<file path="src/rtl/bef_pkg.sv">
`default_nettype none

package bef_pkg;

	localparam int DEF_MAX_BOXES  = 16;
	localparam int DEF_COORD_BITS = 16;
	localparam int DEF_DATA_BITS  = 8;

	localparam int SLOT_BITS     = 4;
	localparam int COUNT_BITS    = 5;
	localparam int CFG_IDX_BITS  = 1;
	localparam int CFG_DATA_BITS = 5;

	localparam logic [CFG_IDX_BITS-1:0] REG_BOX_COUNT      = 1'd0;
	localparam logic [CFG_IDX_BITS-1:0] REG_SINGLE_CHANNEL = 1'd1;

	localparam logic CMD_LOAD  = 1'b0;
	localparam logic CMD_PIXEL = 1'b1;

	// Control word that travels with every item along the cell chain.
	typedef struct packed {
		logic valid;
		logic pixel;
		logic hit;
	} ctl_t;

endpackage

`default_nettype wire

</file>
<file path="src/rtl/bef_cell.sv">
`default_nettype none

module bef_cell #(
	parameter int CELL_IDX   = 0,
	parameter int COORD_BITS = 16,
	parameter int DATA_BITS  = 8
) (
	input  wire                               clk,
	input  wire                               arst_n,
	input  wire                               adv,
	input  wire                               check_en,
	input  bef_pkg::ctl_t                     in_ctl,
	input  wire  [bef_pkg::SLOT_BITS-1:0]     in_slot,
	input  wire  [COORD_BITS-1:0]             in_col,
	input  wire  [COORD_BITS-1:0]             in_row,
	input  wire  [COORD_BITS-1:0]             in_col_end,
	input  wire  [COORD_BITS-1:0]             in_row_end,
	input  wire  [DATA_BITS-1:0]              in_chan0,
	input  wire  [DATA_BITS-1:0]              in_chan1,
	input  wire  [DATA_BITS-1:0]              in_chan2,
	output bef_pkg::ctl_t                     out_ctl,
	output logic [bef_pkg::SLOT_BITS-1:0]     out_slot,
	output logic [COORD_BITS-1:0]             out_col,
	output logic [COORD_BITS-1:0]             out_row,
	output logic [COORD_BITS-1:0]             out_col_end,
	output logic [COORD_BITS-1:0]             out_row_end,
	output logic [DATA_BITS-1:0]              out_chan0,
	output logic [DATA_BITS-1:0]              out_chan1,
	output logic [DATA_BITS-1:0]              out_chan2
);
	import bef_pkg::*;

	logic [COORD_BITS-1:0] left_q, top_q, right_q, bottom_q;
	logic [DATA_BITS-1:0]  fill0_q, fill1_q, fill2_q;

	logic slot_match, load_here, in_box, take;
	ctl_t ctl_s1;
	logic [SLOT_BITS-1:0]  slot_s1;
	logic [COORD_BITS-1:0] col_s1, row_s1, col_end_s1, row_end_s1;
	logic [DATA_BITS-1:0]  chan0_s1, chan1_s1, chan2_s1;

	assign slot_match = (32'(in_slot) == 32'(CELL_IDX));
	assign load_here  = in_ctl.valid && !in_ctl.pixel && slot_match;
	assign in_box     = (in_col >= left_q) && (in_col < right_q) &&
	                    (in_row >= top_q) && (in_row < bottom_q);
	// The first matching box wins: a pixel already hit upstream keeps its fill.
	assign take       = in_ctl.valid && in_ctl.pixel && !in_ctl.hit && check_en && in_box;

	always_ff @(posedge clk) begin
		if (adv && load_here) begin
			left_q   <= in_col;
			top_q    <= in_row;
			right_q  <= in_col_end;
			bottom_q <= in_row_end;
			fill0_q  <= in_chan0;
			fill1_q  <= in_chan1;
			fill2_q  <= in_chan2;
		end
	end

	always_ff @(posedge clk or negedge arst_n) begin
		if (!arst_n) begin
			ctl_s1 <= '0;
		end else if (adv) begin
			ctl_s1.valid <= in_ctl.valid;
			ctl_s1.pixel <= in_ctl.pixel;
			ctl_s1.hit   <= in_ctl.hit || take;
		end
	end

	always_ff @(posedge clk) begin
		if (adv) begin
			slot_s1    <= in_slot;
			col_s1     <= in_col;
			row_s1     <= in_row;
			col_end_s1 <= in_col_end;
			row_end_s1 <= in_row_end;
			chan0_s1   <= take ? fill0_q : in_chan0;
			chan1_s1   <= take ? fill1_q : in_chan1;
			chan2_s1   <= take ? fill2_q : in_chan2;
		end
	end

	assign out_ctl     = ctl_s1;
	assign out_slot    = slot_s1;
	assign out_col     = col_s1;
	assign out_row     = row_s1;
	assign out_col_end = col_end_s1;
	assign out_row_end = row_end_s1;
	assign out_chan0   = chan0_s1;
	assign out_chan1   = chan1_s1;
	assign out_chan2   = chan2_s1;

endmodule

`default_nettype wire

</file>
<file path="src/rtl/box_erase_fill_unit.sv">
`default_nettype none

// Channel   Dir  Handshake          Contents
// s_axis    in   s_tvalid/s_tready  tuser: command; tdata: slot, bounds, channels
// m_axis    out  m_tvalid/m_tready  tuser: erased; tdata: three result channels
// cfg       in   cfg_we             cfg_index selects box_count or single_channel
//
// Every item walks a chain of MAX_BOXES box cells, then an output register;
// unless the output stalls, items move one cell and one item enters per cycle.
// Load items travel the chain too, so a box is updated in order with pixels.
// Reset clears control state and configuration; box contents are undefined
// until loaded. A stalled output freezes the whole chain.

module box_erase_fill_unit #(
	parameter int MAX_BOXES  = bef_pkg::DEF_MAX_BOXES,
	parameter int COORD_BITS = bef_pkg::DEF_COORD_BITS,
	parameter int DATA_BITS  = bef_pkg::DEF_DATA_BITS,
	localparam int IN_W  = ((bef_pkg::SLOT_BITS + 4*COORD_BITS + 3*DATA_BITS + 7) / 8) * 8,
	localparam int OUT_W = ((3*DATA_BITS + 7) / 8) * 8
) (
	input  wire                                 clk,
	input  wire                                 arst_n,
	input  wire                                 s_tvalid,
	output logic                                s_tready,
	// box_slot, col, row, col_end, row_end, chan0, chan1, chan2 (low bit up)
	input  wire  [IN_W-1:0]                     s_tdata,
	// command
	input  wire                                 s_tuser,
	output logic                                m_tvalid,
	input  wire                                 m_tready,
	// out_chan0, out_chan1, out_chan2 (low bit up)
	output logic [OUT_W-1:0]                    m_tdata,
	// erased
	output logic                                m_tuser,
	input  wire                                 cfg_we,
	input  wire  [bef_pkg::CFG_IDX_BITS-1:0]    cfg_index,
	input  wire  [bef_pkg::CFG_DATA_BITS-1:0]   cfg_data
);
	import bef_pkg::*;

	localparam int CB = COORD_BITS;
	localparam int DB = DATA_BITS;

	logic [COUNT_BITS-1:0] box_count_q;
	logic                  single_q;

	logic adv;

	ctl_t                  c_ctl     [MAX_BOXES+1];
	logic [SLOT_BITS-1:0]  c_slot    [MAX_BOXES+1];
	logic [CB-1:0]         c_col     [MAX_BOXES+1];
	logic [CB-1:0]         c_row     [MAX_BOXES+1];
	logic [CB-1:0]         c_col_end [MAX_BOXES+1];
	logic [CB-1:0]         c_row_end [MAX_BOXES+1];
	logic [DB-1:0]         c_chan0   [MAX_BOXES+1];
	logic [DB-1:0]         c_chan1   [MAX_BOXES+1];
	logic [DB-1:0]         c_chan2   [MAX_BOXES+1];

	logic          out_valid_q, erased_q;
	logic [DB-1:0] o_chan0_q, o_chan1_q, o_chan2_q;

	always_ff @(posedge clk or negedge arst_n) begin
		if (!arst_n) begin
			box_count_q <= '0;
			single_q    <= 1'b0;
		end else if (cfg_we) begin
			case (cfg_index)
				REG_BOX_COUNT:      box_count_q <= cfg_data[COUNT_BITS-1:0];
				REG_SINGLE_CHANNEL: single_q    <= cfg_data[0];
				default:            ;
			endcase
		end
	end

	assign adv      = !out_valid_q || m_tready;
	assign s_tready = adv;

	assign c_ctl[0].valid = s_tvalid;
	assign c_ctl[0].pixel = (s_tuser == CMD_PIXEL);
	assign c_ctl[0].hit   = 1'b0;
	assign c_slot[0]      = s_tdata[SLOT_BITS-1:0];
	assign c_col[0]       = s_tdata[SLOT_BITS +: CB];
	assign c_row[0]       = s_tdata[SLOT_BITS + CB +: CB];
	assign c_col_end[0]   = s_tdata[SLOT_BITS + 2*CB +: CB];
	assign c_row_end[0]   = s_tdata[SLOT_BITS + 3*CB +: CB];
	assign c_chan0[0]     = s_tdata[SLOT_BITS + 4*CB +: DB];
	assign c_chan1[0]     = s_tdata[SLOT_BITS + 4*CB + DB +: DB];
	assign c_chan2[0]     = s_tdata[SLOT_BITS + 4*CB + 2*DB +: DB];

	for (genvar i = 0; i < MAX_BOXES; i++) begin : g_cell
		logic check_en;

		// Counts above MAX_BOXES simply enable every cell.
		assign check_en = (32'(box_count_q) > 32'(i));

		bef_cell #(
			.CELL_IDX   (i),
			.COORD_BITS (CB),
			.DATA_BITS  (DB)
		) u_cell (
			.clk         (clk),
			.arst_n      (arst_n),
			.adv         (adv),
			.check_en    (check_en),
			.in_ctl      (c_ctl[i]),
			.in_slot     (c_slot[i]),
			.in_col      (c_col[i]),
			.in_row      (c_row[i]),
			.in_col_end  (c_col_end[i]),
			.in_row_end  (c_row_end[i]),
			.in_chan0    (c_chan0[i]),
			.in_chan1    (c_chan1[i]),
			.in_chan2    (c_chan2[i]),
			.out_ctl     (c_ctl[i+1]),
			.out_slot    (c_slot[i+1]),
			.out_col     (c_col[i+1]),
			.out_row     (c_row[i+1]),
			.out_col_end (c_col_end[i+1]),
			.out_row_end (c_row_end[i+1]),
			.out_chan0   (c_chan0[i+1]),
			.out_chan1   (c_chan1[i+1]),
			.out_chan2   (c_chan2[i+1])
		);
	end

	// Only pixel items leave the chain as results; load items end here.
	always_ff @(posedge clk or negedge arst_n) begin
		if (!arst_n) begin
			out_valid_q <= 1'b0;
		end else if (adv) begin
			out_valid_q <= c_ctl[MAX_BOXES].valid && c_ctl[MAX_BOXES].pixel;
		end
	end

	always_ff @(posedge clk) begin
		if (adv) begin
			erased_q  <= c_ctl[MAX_BOXES].hit;
			o_chan0_q <= c_chan0[MAX_BOXES];
			o_chan1_q <= single_q ? '0 : c_chan1[MAX_BOXES];
			o_chan2_q <= single_q ? '0 : c_chan2[MAX_BOXES];
		end
	end

	assign m_tvalid = out_valid_q;
	assign m_tuser  = erased_q;
	assign m_tdata  = OUT_W'({o_chan2_q, o_chan1_q, o_chan0_q});

	a_pixel_reaches_out: assert property (@(posedge clk) disable iff (!arst_n)
		adv && c_ctl[MAX_BOXES].valid && c_ctl[MAX_BOXES].pixel |=> m_tvalid)
		else $error("pixel leaving the chain was dropped");

	a_no_phantom_out: assert property (@(posedge clk) disable iff (!arst_n)
		adv && !(c_ctl[MAX_BOXES].valid && c_ctl[MAX_BOXES].pixel) |=> !m_tvalid)
		else $error("result produced without a pixel item");

	a_hit_only_pixel: assert property (@(posedge clk) disable iff (!arst_n)
		c_ctl[MAX_BOXES].valid && c_ctl[MAX_BOXES].hit |-> c_ctl[MAX_BOXES].pixel)
		else $error("load item marked as a box hit");

endmodule

`default_nettype wire
</file>
<file path="config.mk">
export PLATFORM = sky130hd
export DESIGN_NAME = box_erase_fill_unit
export DESIGN_NICKNAME = d
export VERILOG_FILES = /design/src/rtl/bef_pkg.sv /design/src/rtl/bef_cell.sv /design/src/rtl/box_erase_fill_unit.sv
export SDC_FILE = /design/constraint.sdc
export NUM_CORES = 2
export LEC_CHECK = 0
export ABC_AREA = 0
export BUFFER_PORTS_ARGS = -buffer_cell sky130_fd_sc_hd__buf_2
export CORE_MARGIN = 2
export CORE_UTILIZATION = 55
export CTS_CLUSTER_DIAMETER = 30
export CTS_CLUSTER_SIZE = 14
export DETAILED_ROUTE_END_ITERATION = 6
export GPL_TIMING_DRIVEN = 0
export PLACE_DENSITY_LB_ADDON = 0.25
export RECOVER_POWER = 25
export SYNTH_ARGS = -nofsm -noshare
export SYNTH_HDL_FRONTEND = slang
export SYNTH_SLANG_ARGS = --single-unit
</file>
<file path="constraint.sdc">
create_clock -name clk -period 47.3 [get_ports clk]
set_input_delay 0 -clock clk [delete_from_list [all_inputs] [get_ports clk]]
set_output_delay 0 -clock clk [all_outputs]
set_load 0.05 [all_outputs]
</file>
Word level (Yosys, flattened, before mapping)
Index checks and enable logic that the tools add are counted.
Word-level totals
  flip-flop bits (word level): 2892
  latch bits: 0
  memory bits (writable): 0
  ROM bits: 0
  output and inout port bits: 27
  word-level logic and storage cells: 645
  memories kept: 0
Cells by class
  add/subtract/negate cells: 0
  multiply operators: 0
  div/mod/pow operators: 0
  order comparisons: 80
  equality and inequality tests: 15
  shift operators: 0
  multiplexer cells: 48
  bitwise gates (word level): 1
  reduce and logical (&&, ||, !) cells: 211
Operators with widths (number)
  $ge 16x16->1: 32
  $lt 16x16->1: 32
  $mux 8: 48
  $logic_and 1x1->1: 160
  $gt 5x4->1 const B: 8
  $eq 4x4->1 const B: 8
  $logic_not 1->1: 32
  $gt 5x3->1 const B: 4
  $eq 4x3->1 const B: 4
  $logic_or 1x1->1: 16
  $gt 5x1->1 const B: 2
  $gt 5x2->1 const B: 2
  $eq 4x2->1 const B: 2
  $eq 4x1->1 const B: 1
  $logic_not 4->1: 1
  $reduce_and 2->1: 2
  $not 1->1: 1

Depth between registers and ports, before layout
  word-level depth: 6
  mapped depth: 11

Cells and area by module
A second synthesis with hierarchy kept.
Unflattened totals
  cell total of the unflattened synthesis: 6848
  area, all modules: 120660.7 um^2
Modules (own cells, without submodules)
  bef_cell (g_cell[10].u_cell ...): times used 5, cells an instance 422, area an instance 7459.7 um^2, seq. area each 5480.3 um^2
  bef_cell (g_cell[11].u_cell ...): times used 4, cells an instance 423, area an instance 7459.7 um^2, seq. area each 5480.3 um^2
  bef_cell (g_cell[1].u_cell ...): times used 2, cells an instance 422, area an instance 7462.2 um^2, seq. area each 5480.3 um^2
  bef_cell (g_cell[13].u_cell ...): times used 2, cells an instance 422, area an instance 7457.2 um^2, seq. area each 5480.3 um^2
  bef_cell (g_cell[3].u_cell): times used 1, cells an instance 423, area an instance 7462.2 um^2, seq. area each 5480.3 um^2
  bef_cell (g_cell[0].u_cell): times used 1, cells an instance 422, area an instance 7460.9 um^2, seq. area each 5480.3 um^2
  bef_cell (g_cell[15].u_cell): times used 1, cells an instance 423, area an instance 7457.2 um^2, seq. area each 5480.3 um^2
  box_erase_fill_unit: times used 1, cells an instance 90, area an instance 1305.0 um^2, seq. area each 925.9 um^2

Worst setup path before layout
Ideal clock, no wire load.
  path type: reg-to-reg
  start: register out_valid_q, in the netlist m_tvalid
  end: register g_cell[0].u_cell.chan0_s1[0] (enable)
  library setup time: 2.365 ns
  arrival time: 40.065 ns
  required time: 44.935 ns
  setup slack: 4.870 ns
  cell stages (with the launch flop): 5
  buffers on the path: 2
  clock period less this slack: 42.430 ns
  path through: dfrtp_1 > nor2b_1 > inv_1 > clkbuf_1 > buf_1
Between the ends
  cells in the longest elaborated chain, start to end: 2
RTL lines
  from (decl): line box_erase_fill_unit.sv:59  | logic out_valid_q, erased_q;
  from (signal assigned): line box_erase_fill_unit.sv:131  | out_valid_q <= c_ctl[MAX_BOXES].valid && c_ctl[MAX_BOXES].pixel;
  $logic_not 1->1: line box_erase_fill_unit.sv:75  | assign adv = !out_valid_q || m_tready;
  $logic_or 1x1->1: line box_erase_fill_unit.sv:75
  named net s_tready: line box_erase_fill_unit.sv:24  | output logic s_tready,
  to (signal assigned): line bef_cell.sv:78  | chan0_s1 <= take ? fill0_q : in_chan0;
  to (decl): line bef_cell.sv:40  | logic [DATA_BITS-1:0] chan0_s1, chan1_s1, chan2_s1;
The timed path passes the listed nets, and every way through them passes these cells.
A chain may end at the register's enable or synchronous reset.

Worst setup path in the final report
  start: register out_valid_q, in the netlist m_tvalid
  end: register g_cell[14].u_cell.col_s1[5] (enable)
Between the ends
  cells in the longest elaborated chain, start to end: 2
RTL lines
  $logic_not 1->1: line box_erase_fill_unit.sv:75
  $logic_or 1x1->1: line box_erase_fill_unit.sv:75
  to (signal assigned): line bef_cell.sv:74  | col_s1 <= in_col;
  to (decl): line bef_cell.sv:39  | logic [COORD_BITS-1:0] col_s1, row_s1, col_end_s1, row_end_s1;
No other way between the ends.

==> impl_metrics.toml <==
[synthesis]
syn_avg_cell_area_sq_um = 16.72
synth_enable_flop_cells = 2837
synth_cell_types = 74
synth_seq_area_share_pct = 74.11
ys_ff_latch = 2892
synth_top_area_share_pct = 72.93
synth.cell_area_sq_um = 116800
synthFlopType = "edfxtp_1"
synth_nets = 8085
yosys-top-cells-area = "edfxtp_1 (73%), ha_1 (11%), mux2_2 (3.6%)"
yosys.area.top_type = "edfxtp_1"
async_flop_share_pct = 1.902
ys.warnings.count = 0
synthCells = 6985

[detailed_routing]
finalWirelength_um = 207400
drtIter0Drc = 3970
antenna_left = 0
drc_errors = 0
vias = 59538
avgViaCountPerCell = 5.274
drtPass1Iterations = 6
avgRoutedWirePerCell_um = 18.37

[timing]
skew_ns = 0.04648
setup-violations-final = 0
drv_slew = 58
worst_pin_slew_ns = 2.921
hold_viol_final = 0
min_period_ns = 5.403
min_period_over_period_pct = 11.42
setup_tns_ns = 0
fmax_mhz = 185.1
grt_setup_unrepaired = "no"
max_slew_margin_pct = -94.76

[setup_path]
reg2reg_from = "m_tvalid"
path_class = "reg -> reg"
end_kind = "flop"
worstPathMaxFanout = 43
crit_path_frequent_cell = "buf_12"
crit_arrival_ns = 5.99
slowest_stage = "clkbuf_1"
rr_worst_depth = 10
critPathTopFamily = "buffers and inverters"
path_buf_inv = 9
reg2reg_to = "g_cell[14].u_cell.out_col[5]"
r2r_slack_ns = 41.90
cp-start-kind = "flop"
worstSetupStartpoint = "m_tvalid"
cp_cell_sequence = "nor2b_1 > inv_1 > clkbuf_1 > buf_2 > buf_12 > buf_12 > buf_12 > buf_12 > buf_12 > buf_12"
max_stage_delay_ns = 0.98
cp.required_ns = 47.88
path_depth = 10
worst_setup_path_endpoint = "g_cell[14].u_cell.out_col[5]"

[clock_network]
clk_path_buf_depth = 4
clk_pin_slew_ns = 0.05
htreeDepth = 6
cts_resized = 0
clock-sinks = 2892
cts_tree = "done"
numCtsBuffers = 561
insertion_delay_ns = 0.93
cts_root_buf = "clkbuf_16"

[layout]
areaGrowthSynthToFinish_pct = 23.33
layout.nets = 9144
mostFrequentLayoutCell = "edfxtp_1"
finalCoreUtilization_pct = 68.07
mostFrequentLayoutCells = "edfxtp_1 (2837), inv_1 (1006), ha_1 (992)"
final_layout_size_suffix_gt1_share_pct = 18.28

[grt]
antenna_found_initial = 0
grt_max_degree = 46
grt-ovfl-total = 0
grt_pass1_wl_um = 333800
grt_pass1_vias = 64009
grt_usage_pct = 19.40

[placed_design]
port-buffer-count = 130
hpwl_um = 136200
gp_congestion = 0.8683

[floorplan]
start_util_pct = 55.19
core_area_sq_um = 211700
std_cell_rows = 169
dieArea_sq_um = 216100
die_h_um = 464.9
die_w_um = 464.9
ioPinCount = 135

[power_and_ir_drop]
powerDensity_nw_per_um2 = 66.91
leakage_nw = 58.01
total_power_w = 0.009640
ir_worst_vdd_uv = 52.14

[outcome]
violations = "capacitance limit, slew limit"
outcome = "finished, violations left"

[run]
cap_violations = 3

[min_path]
worst_hold_path_type = "in -> reg"
==> routing by layer <==
layer	GRT usage, %	part of all wire, %
met1	23.49	40
met2	32.82	50
met3	4.143	5.1
met4	9.991	4.7
met5	0	0
==> cell usage after synthesis, types with 19 or more instances <==
cell type,count
a21o_1,95
o21ai_0,152
edfxtp_1,2837
buf_2,26
a21oi_1,325
o31ai_1,23
a2111oi_0,26
nor3_1,63
nand2b_1,38
nand3_1,54
nand4_1,124
mux2_4,19
ha_1,992
dfrtp_1,55
nor2_1,153
inv_1,1006
nor2b_1,43
nand2_1,272
clkbuf_1,19
mux2_2,371
a211oi_1,54
==> state kept, by name (all words and copies together) (netlist names), 48 cells and up <==
signal / cells
g_cell.u_cell.out_chan0: 128
g_cell.u_cell.bottom_q: 256
g_cell.u_cell.fill1_q: 128
g_cell.u_cell.fill2_q: 128
g_cell.u_cell.out_chan2: 128
g_cell.u_cell.out_slot: 60
g_cell.u_cell.out_chan1: 128
g_cell.u_cell.fill0_q: 128
g_cell.u_cell.out_ctl: 48
g_cell.u_cell.top_q: 256
g_cell.u_cell.out_col: 240
g_cell.u_cell.out_row_end: 240
g_cell.u_cell.left_q: 256
g_cell.u_cell.out_col_end: 240
g_cell.u_cell.out_row: 240
g_cell.u_cell.right_q: 256
==> cell families (layout without fill, tap and decap cells) <==
logic type                 after synthesis  after routing  synth area share [%]
other                                    0              1                     0
adders and majority gates              992            992                 10.63
DFF                                   2892           2892                 74.11
muxes                                  390            390                 3.821
buffers and inverters                 1060           2542                 3.484
and+or+nand+nor                        830            830                 3.549
AOI/OAI and AO/OA                      821            821                 4.412
==> cell type report <==
type	instances	area (sq um)
fill	13235	67590
multi-input combinational	3033	26270
timing repair buffer	496	4750
tap	2821	3530
sequential	2892	86570
clock inverter	324	3948
clock buffer	662	14920
antenna	1	2.502
buffer	54	297.8
inverter	1006	3776
==> where the power goes <==
group	internal [W]	switching, W	leakage (nW)
combinational	0.000567	0.000742	20.6
clock	0.00269	0.00124	9.11
sequential	0.00391	0.000495	28.3
total	0.00716	0.00248	58.0
==> what timing repair did <==
action                                 in CTS  in global routing
setup buffers                               0                  0
hold buffers                              211                  0
endpoints found under the hold margin     319                  0
==> worst min path at each step <==
stage,startpoint,endpoint,slack [ns],cells past startpoint
final,s_tuser,g_cell[0].u_cell.bottom_q[1],0.21,4
after global placement,s_tdata[50],g_cell[0].u_cell.right_q[14],0.19,1
after global routing,s_tdata[3],g_cell[0].u_cell.bottom_q[1],0.21,4
after floorplan,arst_n,box_count_q[0],-0.30,0
after CTS,arst_n,g_cell[0].u_cell.out_ctl[0],0.06,4
after detailed placement,arst_n,g_cell[0].u_cell.out_ctl[0],-0.05,1
==> stage by stage <==
step           setup WS [ns]  std cells  instance area [sq um]  hold slack (ns)
4_1_cts                41.88      11288                 144200          0.05869
3_5_place_dp           41.92      10091                 123200         -0.04518
3_3_place_gp          -14.26       9936                 121000           0.1907
5_1_grt                41.62      11288                 144100           0.2063
6_report               41.90      11289                 144100           0.2090
2_1_floorplan          4.870       6985                 116800          -0.2956
==> tightest hold or removal path, delay by kind of cell <==
| family | cells | cell delay (ns) |
|---|---|---|
| and+or+nand+nor | 2 | 0.24 |
| buffers and inverters | 2 | 0.67 |
No activity file was read; power rests on OpenSTA's default activity.
